[config.mk]
export PLATFORM = sky130hd
export DESIGN_NAME = arcade_drive_brake_mixer
export DESIGN_NICKNAME = d
export VERILOG_FILES = /design/src/sv/adbm_pkg.sv /design/src/sv/adbm_shape.sv /design/src/sv/adbm_scale.sv /design/src/sv/adbm_out.sv /design/src/sv/arcade_drive_brake_mixer.sv
export SDC_FILE = /design/constraint.sdc
export NUM_CORES = 2
export LEC_CHECK = 0
export BUFFER_PORTS_ARGS = -buffer_cell sky130_fd_sc_hd__buf_2
export CAP_MARGIN = 30
export CORE_MARGIN = 2
export CORE_UTILIZATION = 35
export DETAILED_ROUTE_END_ITERATION = 10
export HOLD_SLACK_MARGIN = 0.06
export PLACE_DENSITY_LB_ADDON = 0.3
export SYNTH_ARGS = -nofsm -noshare
export SYNTH_HDL_FRONTEND = slang
export SYNTH_SLANG_ARGS = --single-unit
[constraint.sdc]
create_clock -name clk -period 11.62 [get_ports clk]
set_input_delay 0.581 -clock clk [delete_from_list [all_inputs] [get_ports clk]]
set_output_delay 0.581 -clock clk [all_outputs]
set_load 0.005 [all_outputs]
[src/sv/adbm_pkg.sv]
// Shared types and constants for the arcade drive brake mixer.
package adbm_pkg;

  // Register indexes on the configuration port.
  localparam logic REG_SQUARED_INPUTS = 1'b0;
  localparam logic REG_MAX_BRAKING    = 1'b1;

  localparam logic [3:0]  MAX_BRAKING_RESET   = 4'd4;
  localparam logic [15:0] TURN_IN_PLACE_LIMIT = 16'd2560;
  localparam logic [15:0] TURN_DEADBAND       = 16'd6400;
  localparam logic [19:0] BRAKE_SPAN          = 20'd26368;

  // Division by 6400 is a shift by 8 followed by a reciprocal multiply for 25.
  // The reciprocal is exact for every dividend below 2^20.
  localparam int          DB_SHIFT     = 8;
  localparam int          RECIP_SHIFT  = 25;
  localparam logic [20:0] RECIP_25     = 21'd1342178;

  typedef enum logic [1:0] {
    CMD_KEEP  = 2'd0,
    CMD_COAST = 2'd1,
    CMD_SET   = 2'd2
  } brake_cmd_t;

  // Output of the input shaping stages.
  typedef struct packed {
    logic signed [16:0] left_mix;
    logic signed [16:0] right_mix;
    logic [15:0]        afwd;
    logic [15:0]        aturn;
    logic               fneg;
    logic               tip;
    logic               in_db;
    logic               inb_left;
  } shape_t;

  // Output of the scaling stages.
  typedef struct packed {
    logic signed [16:0] left_mix;
    logic signed [16:0] right_mix;
    logic [15:0]        qmag;
    logic [3:0]         level;
    logic               fneg;
    logic               tip;
    logic               in_db;
    logic               inb_left;
  } scale_t;

  // One finished result item.
  typedef struct packed {
    logic signed [16:0] left_power;
    logic signed [16:0] right_power;
    brake_cmd_t         left_cmd;
    logic [3:0]         left_level;
    brake_cmd_t         right_cmd;
    logic [3:0]         right_level;
  } result_t;

endpackage

[src/sv/adbm_shape.sv]
// Input shaping: optional signed squaring, magnitudes, mode flags and mixing sums.
module adbm_shape (
  input  logic                clk,
  input  logic                rst_n,
  input  logic                squared_inputs,
  input  logic                up_valid,
  output logic                up_ready,
  input  logic signed [15:0]  forward,
  input  logic signed [15:0]  turn,
  output logic                dn_valid,
  input  logic                dn_ready,
  output adbm_pkg::shape_t    dn_data
);
  import adbm_pkg::*;

  logic               v1_r, v2_r;
  logic               rdy1, rdy2;
  logic signed [15:0] fwd_r, trn_r;
  logic [15:0]        fsq_r, tsq_r;
  logic [15:0]        fabs_in, tabs_in;
  logic [31:0]        fprod, tprod;
  logic [15:0]        fsel, tsel, afwd, aturn;
  shape_t             s2_nxt, s2_r;

  assign rdy2     = !v2_r || dn_ready;
  assign rdy1     = !v1_r || rdy2;
  assign up_ready = rdy1;

  // Stage 1: magnitudes and squares.
  always_comb begin
    fabs_in = forward[15] ? (~forward + 16'd1) : forward;
    tabs_in = turn[15] ? (~turn + 16'd1) : turn;
    fprod   = fabs_in * fabs_in;
    tprod   = tabs_in * tabs_in;
  end

  always_ff @(posedge clk) begin
    if (!rst_n) begin
      v1_r <= 1'b0;
    end else if (rdy1) begin
      v1_r <= up_valid;
    end
    if (rdy1 && up_valid) begin
      fwd_r <= forward;
      trn_r <= turn;
      fsq_r <= fprod[30:15];
      tsq_r <= tprod[30:15];
    end
  end

  // Stage 2: signed commands, flags and sums.
  always_comb begin
    if (squared_inputs) begin
      fsel = fwd_r[15] ? (~fsq_r + 16'd1) : fsq_r;
      tsel = trn_r[15] ? (~tsq_r + 16'd1) : tsq_r;
    end else begin
      fsel = fwd_r;
      tsel = trn_r;
    end
    afwd  = fsel[15] ? (~fsel + 16'd1) : fsel;
    aturn = tsel[15] ? (~tsel + 16'd1) : tsel;

    s2_nxt.afwd     = afwd;
    s2_nxt.aturn    = aturn;
    s2_nxt.fneg     = fsel[15];
    s2_nxt.tip      = afwd < TURN_IN_PLACE_LIMIT;
    s2_nxt.in_db    = aturn < TURN_DEADBAND;
    // Inboard is left when forward and turn share a sign.
    s2_nxt.inb_left = fsel[15] == tsel[15];
    if (s2_nxt.tip) begin
      s2_nxt.left_mix = -$signed({tsel[15], tsel});
    end else begin
      s2_nxt.left_mix = $signed({fsel[15], fsel}) - $signed({tsel[15], tsel});
    end
    s2_nxt.right_mix = s2_nxt.tip ? $signed({tsel[15], tsel})
                                  : $signed({fsel[15], fsel}) + $signed({tsel[15], tsel});
  end

  always_ff @(posedge clk) begin
    if (!rst_n) begin
      v2_r <= 1'b0;
    end else if (rdy2) begin
      v2_r <= v1_r;
    end
    if (rdy2 && v1_r) begin
      s2_r <= s2_nxt;
    end
  end

  assign dn_valid = v2_r;
  assign dn_data  = s2_r;

endmodule

[src/sv/adbm_scale.sv]
// Inboard scaling: deadband product, division by 6400 and brake level.
module adbm_scale (
  input  logic              clk,
  input  logic              rst_n,
  input  logic [3:0]        max_braking,
  input  logic              up_valid,
  output logic              up_ready,
  input  adbm_pkg::shape_t  up_data,
  output logic              dn_valid,
  input  logic              dn_ready,
  output adbm_pkg::scale_t  dn_data
);
  import adbm_pkg::*;

  logic        v3_r, v4_r;
  logic        rdy3, rdy4;
  logic [12:0] keep_frac;
  logic [14:0] over_db;
  logic [28:0] pmag_nxt, pmag_r;
  logic [19:0] bprod_nxt, bprod_r;
  shape_t      s3_r;
  logic [19:0] pdiv;
  logic [40:0] qprod;
  logic [2:0]  steps;
  scale_t      s4_nxt, s4_r;

  assign rdy4     = !v4_r || dn_ready;
  assign rdy3     = !v3_r || rdy4;
  assign up_ready = rdy3;

  // Stage 3: the two products. Their values only matter on the matching side
  // of the deadband.
  always_comb begin
    keep_frac = 13'(TURN_DEADBAND - up_data.aturn);
    over_db   = 15'(up_data.aturn - TURN_DEADBAND);
    pmag_nxt  = up_data.afwd * keep_frac;
    bprod_nxt = over_db * ({1'b0, max_braking} + 5'd1);
  end

  always_ff @(posedge clk) begin
    if (!rst_n) begin
      v3_r <= 1'b0;
    end else if (rdy3) begin
      v3_r <= up_valid;
    end
    if (rdy3 && up_valid) begin
      s3_r    <= up_data;
      pmag_r  <= pmag_nxt;
      bprod_r <= bprod_nxt;
    end
  end

  // Stage 4: quotient by 6400 and the clamped brake level.
  always_comb begin
    pdiv  = pmag_r[27:DB_SHIFT];
    qprod = pdiv * RECIP_25;
    // The level saturates at four whole spans, so only four thresholds count.
    steps = 3'(bprod_r >= BRAKE_SPAN) + 3'(bprod_r >= 20'(2 * BRAKE_SPAN))
          + 3'(bprod_r >= 20'(3 * BRAKE_SPAN)) + 3'(bprod_r >= 20'(4 * BRAKE_SPAN));

    s4_nxt.left_mix  = s3_r.left_mix;
    s4_nxt.right_mix = s3_r.right_mix;
    s4_nxt.qmag      = qprod[RECIP_SHIFT+15:RECIP_SHIFT];
    s4_nxt.level     = {steps, 1'b0};
    s4_nxt.fneg      = s3_r.fneg;
    s4_nxt.tip       = s3_r.tip;
    s4_nxt.in_db     = s3_r.in_db;
    s4_nxt.inb_left  = s3_r.inb_left;
  end

  always_ff @(posedge clk) begin
    if (!rst_n) begin
      v4_r <= 1'b0;
    end else if (rdy4) begin
      v4_r <= v3_r;
    end
    if (rdy4 && v3_r) begin
      s4_r <= s4_nxt;
    end
  end

  assign dn_valid = v4_r;
  assign dn_data  = s4_r;

endmodule

[src/sv/adbm_out.sv]
// Output stage: selects inboard power and brake commands into the result register.
module adbm_out (
  input  logic              clk,
  input  logic              rst_n,
  input  logic              up_valid,
  output logic              up_ready,
  input  adbm_pkg::scale_t  up_data,
  output logic              dn_valid,
  input  logic              dn_ready,
  output adbm_pkg::result_t dn_data
);
  import adbm_pkg::*;

  logic               v5_r;
  logic               rdy5;
  logic signed [16:0] inb_power;
  result_t            res_nxt, res_r;

  assign rdy5     = !v5_r || dn_ready;
  assign up_ready = rdy5;

  always_comb begin
    inb_power = up_data.fneg ? -$signed({1'b0, up_data.qmag}) : $signed({1'b0, up_data.qmag});

    res_nxt.left_power  = up_data.left_mix;
    res_nxt.right_power = up_data.right_mix;
    res_nxt.left_cmd    = CMD_KEEP;
    res_nxt.left_level  = 4'd0;
    res_nxt.right_cmd   = CMD_KEEP;
    res_nxt.right_level = 4'd0;

    if (up_data.tip) begin
      res_nxt.left_cmd  = CMD_COAST;
      res_nxt.right_cmd = CMD_COAST;
    end else if (up_data.in_db) begin
      if (up_data.inb_left) begin
        res_nxt.left_power = inb_power;
      end else begin
        res_nxt.right_power = inb_power;
      end
    end else if (up_data.inb_left) begin
      res_nxt.left_power = 17'sd0;
      res_nxt.left_cmd   = CMD_SET;
      res_nxt.left_level = up_data.level;
    end else begin
      res_nxt.right_power = 17'sd0;
      res_nxt.right_cmd   = CMD_SET;
      res_nxt.right_level = up_data.level;
    end
  end

  always_ff @(posedge clk) begin
    if (!rst_n) begin
      v5_r <= 1'b0;
    end else if (rdy5) begin
      v5_r <= up_valid;
    end
    if (rdy5 && up_valid) begin
      res_r <= res_nxt;
    end
  end

  assign dn_valid = v5_r;
  assign dn_data  = res_r;

endmodule

[src/sv/arcade_drive_brake_mixer.sv]
// Top level of the arcade drive brake mixer: register port and pipeline.
//
// Usage: drive a command pair on the in_ stream (forward in in_tdata[15:0],
// turn in in_tdata[31:16], both signed Q0.15). Each accepted item yields
// exactly one result item on the out_ stream with left/right motor power
// and a brake command and level per side.
// The datapath is a five-stage pipeline: squaring, sign and mode decode,
// the deadband and brake products, the reciprocal divide by 6400, and the
// result register. A result item shows on out_tvalid once it reaches the result
// register and can be taken at the next edge. Throughput is one item per cycle
// while out_tready is high, as every stage can then pass its item on in every
// cycle. Every stage holds its own valid bit and fills when it is empty or the
// stage after it moves, so bubbles are squeezed out while the receiver stalls
// and in_tready drops only when all five stages hold items.
// Reset clears all valid bits and sets squared_inputs to 0 and max_braking
// to 4. The registers sit on the APB-style cfg_ port at byte addresses 0
// and 4; write them only while no item is in flight.
module arcade_drive_brake_mixer (
  input  logic        clk,
  input  logic        rst_n,
  input  logic        in_tvalid,
  output logic        in_tready,
  input  logic [31:0] in_tdata,   // forward[15:0], turn[31:16]
  output logic        out_tvalid,
  input  logic        out_tready,
  // left_power[16:0], right_power[33:17], left_brake_cmd[35:34],
  // left_brake_level[39:36], right_brake_cmd[41:40], right_brake_level[45:42], zero[47:46]
  output logic [47:0] out_tdata,
  input  logic        cfg_psel,
  input  logic        cfg_penable,
  input  logic        cfg_pwrite,
  input  logic [2:0]  cfg_paddr,
  input  logic [31:0] cfg_pwdata,
  output logic [31:0] cfg_prdata,
  output logic        cfg_pready
);
  import adbm_pkg::*;

  logic    squared_inputs_r;
  logic [3:0] max_braking_r;
  logic    cfg_write;
  logic    sh_valid, sh_ready, sc_valid, sc_ready;
  shape_t  sh_data;
  scale_t  sc_data;
  result_t res;

  assign cfg_pready = 1'b1;
  assign cfg_write  = cfg_psel && cfg_penable && cfg_pwrite && cfg_pready;

  always_ff @(posedge clk) begin
    if (!rst_n) begin
      squared_inputs_r <= 1'b0;
      max_braking_r    <= MAX_BRAKING_RESET;
    end else if (cfg_write) begin
      unique case (cfg_paddr[2])
        REG_SQUARED_INPUTS: squared_inputs_r <= cfg_pwdata[0];
        REG_MAX_BRAKING:    max_braking_r    <= cfg_pwdata[3:0];
        default: ;
      endcase
    end
  end

  always_comb begin
    unique case (cfg_paddr[2])
      REG_SQUARED_INPUTS: cfg_prdata = {31'd0, squared_inputs_r};
      REG_MAX_BRAKING:    cfg_prdata = {28'd0, max_braking_r};
      default:            cfg_prdata = 32'd0;
    endcase
  end

  adbm_shape u_shape (
    .clk            (clk),
    .rst_n          (rst_n),
    .squared_inputs (squared_inputs_r),
    .up_valid       (in_tvalid),
    .up_ready       (in_tready),
    .forward        ($signed(in_tdata[15:0])),
    .turn           ($signed(in_tdata[31:16])),
    .dn_valid       (sh_valid),
    .dn_ready       (sh_ready),
    .dn_data        (sh_data)
  );

  adbm_scale u_scale (
    .clk         (clk),
    .rst_n       (rst_n),
    .max_braking (max_braking_r),
    .up_valid    (sh_valid),
    .up_ready    (sh_ready),
    .up_data     (sh_data),
    .dn_valid    (sc_valid),
    .dn_ready    (sc_ready),
    .dn_data     (sc_data)
  );

  adbm_out u_out (
    .clk      (clk),
    .rst_n    (rst_n),
    .up_valid (sc_valid),
    .up_ready (sc_ready),
    .up_data  (sc_data),
    .dn_valid (out_tvalid),
    .dn_ready (out_tready),
    .dn_data  (res)
  );

  assign out_tdata = {2'b00, res.right_level, res.right_cmd, res.left_level, res.left_cmd,
                      res.right_power, res.left_power};

endmodule

==> reports/results.ini <==
[global_route]
grt_pass1_vias=29600
globalRouteTotalUtil_pct=15.7
grt_overflow=0
grt_max_degree=70
antenna_found_initial=7
grt_first_pass_wirelength_um=159000

[route]
vias_per_cell=4.67
drt_iter0_drc=1537
ant_nets=0
wl_um=97100
vias=28300
firstDrtPassIters=6
drc=0
avgRoutedWirePerCell_um=16.0

[worst_hold_path]
min_to=u_shape.fwd_r[7]
hold_path_startpoint=in_tdata[7]
hold_depth=1
worst_hold_path_type=in2reg

[sta]
hold_viol=0
fin_hold_ws_ns=0.240
slew_headroom_pct=36.4
setup_viol_count_final=0
fin_setup_tns_ns=0
skew_ns=0.0343
rsz0062_at_grt=false
slew_violations=0
period_share_pct=77.5
tightest_slew_ns=0.955
timing.fmax_mhz=111
min_period_ns=9.01

[cells_and_area]
final_cell_mix=930 x inv_1, 664 x fa_1, 545 x ha_1
fin_nets=5675
final_cells=6056
final_common_cell=inv_1
final_layout_size_suffix_gt1_share_pct=5.19
n_fill_cell=12400
multiInputGateArea_um2=30200
ff_latch_area_um2=9210
syn2layout_area_growth_pct=8.35
final_core_util_pct=38.1

[clocking]
numCtsBuffers=37
cts_max_level=2
clock_path_buffers=3
clock_latency_ns=0.58
post_cts_buffers=0
holdBufCountCts=0
clock_sinks=310
cts_tree=done
ctsResizeCount=0
cts.clk_slew.worst_paths_ns=0.06
root_buffer=clkbuf_16

[synthesis]
synthCells=4301
synth-edff-count=300
synthAdderAreaFrac_pct=46.4
synthMuxAreaShare_pct=1.22
synthArstFlopShare_pct=0
yosysWarnings=0
synth_area_um2=43400
ys.flop_type=edfxtp_1
syn_avg_cell_area_um2=10.1
yosysTopAreaCell=fa_1
synth_area_leaders=fa_1 31%, edfxtp_1 21%, ha_1 16%
synth_xor_area_share_pct=4.83
yosysUniqueCellTypes=85
ys_ff_latch=310
synth_top_family_by_area=adder cells
synth_compound_area_share_pct=6.08
netlist.area_leader.share_pct=30.7
synth-simple-area-share_pct=10.4
seq_area_frac_synth_pct=21.2

[critical_path]
r2r-start=u_shape.dn_data[4]
timing.rr.end=u_scale.pmag_r[27]
crit_required_ns=11.96
end_kind=register
worstSetupStartpointType=input pin
crit_arrival_ns=9.35
path_max_fanout=10
reg2reg_slack_ns=3.83
critPathKind=in2reg
ff2ff_path_depth=26

[floorplan]
num_rows=129
dieArea_um2=127000
start_util_pct=35.2
coreArea_um2=123000
die-height_um=356
die_w_um=356
pin_count=157

[run]
cap_violations=0

[placed_design]
gp_congestion=0.864
dp.cells=5990
hpwl_um=80700
io_buffers=93

[outcome]
status=finished, final reports clean

## how the worst max path moves through the flow
stage / start / to / slack [ns] / cells after the start
floorplan: in_tdata[4] / u_shape.fsq_r[14] / 3.20 / 28
global placement: in_tdata[4] / u_shape.fsq_r[14] / 2.19 / 28
detailed placement: in_tdata[4] / u_shape.fsq_r[14] / 2.07 / 28
CTS: in_tdata[4] / u_shape.fsq_r[14] / 2.66 / 28
global route: in_tdata[4] / u_shape.fsq_r[14] / 2.12 / 28
finish: in_tdata[4] / u_shape.fsq_r[14] / 2.61 / 28
## cell usage after synthesis (11+ instances only)
cell type  count
xnor2_1      163
fa_1         664
mux2i_1       47
a31oi_1       15
inv_1        930
nand2b_1      26
edfxtp_1     300
nor2b_1       29
nand4_1       18
a211oi_1      11
o21bai_1      13
o21a_1        13
a21o_1        35
ha_1         545
clkbuf_1      97
nand3_1       34
o31ai_1       27
o21ai_0       94
and3_1        12
buf_4         35
nand2_1      435
nor3_1        36
a21oi_1      110
nor2_1       236
o41ai_1       14
xor2_1        76
clkinv_1      13
or4_1         15
and2_1        90
## per-stage QoR
step	setup WS [ns]	instance area [µm²]
final	2.61	47000
after CTS	2.66	47000
after detailed placement	2.07	45800
after global routing	2.12	47000
after global placement	2.19	45800
after floorplan	3.20	43600
## routing by layer
| metal | GRT usage (%) | wire length [µm] |
|---|---|---|
| met5 | 0 | 12 |
| met4 | 3.16 | 1830 |
| met3 | 1.93 | 4250 |
| met2 | 25.8 | 45000 |
| met1 | 22.1 | 46000 |
## cell type report
| type | count | area share, % |
|---|---|---|
| antenna | 3 | 0.0160 |
| clock buffer | 44 | 2.07 |
| clock inverter | 19 | 0.437 |
| inverter | 946 | 7.56 |
| multi-input combinational | 2956 | 64.2 |
| sequential | 310 | 19.6 |
| tap | 1637 | 4.36 |
| timing repair buffer | 141 | 1.76 |
## critical path, cell delays in order
cell       delay (ns)
buf_2            0.14
or4_1            0.59
nor4_1           0.30
a21boi_0         0.19
xor2_1           0.71
inv_1            0.36
nor2_1           0.31
fa_1             0.47
inv_1            0.08
fa_1             0.41
inv_1            0.09
fa_1             0.45
fa_1             0.46
fa_1             0.51
inv_1            0.05
fa_1             0.48
inv_1            0.04
ha_1             0.34
a21oi_1          0.18
o21ai_0          0.16
a2111oi_0        0.45
o211a_1          0.23
o21ai_0          0.24
o311a_1          0.42
o31a_1           0.33
o2111ai_1        0.29
nand2_1          0.14
o311ai_0         0.32
## state kept, by name, summed over array words and instances, names as in the netlist
signal and flops:
u_shape.fwd_r 16, u_scale.v3_r 1, u_out.dn_valid 1, max_braking_r 4
u_shape.tsq_r 16, u_scale.dn_valid 1, u_scale.pmag_r 20, u_out.dn_data 43
u_shape.fsq_r 16, u_shape.dn_data 68, u_shape.dn_valid 1, u_scale.dn_data 56
u_shape.trn_r 16, u_scale.bprod_r 12, u_scale.s3_r 37, squared_inputs_r 1
u_shape.v1_r 1
## cells by family (layout without fill, tap and decap cells)
kind of cell / count (synthesis) / after routing
XOR/XNOR: 239 / 239
multiplexers: 51 / 51
AND/OR/NAND/NOR: 990 / 990
adder cells (fa/ha/maj): 1209 / 1209
other: 2 / 58
flip-flops: 310 / 310
buffers and inverters: 1088 / 1150
AO/OA/AOI/OAI: 412 / 412
Power is not shown: default switching activity piles up to over one toggle a cycle in this logic, so the estimate is an artifact.
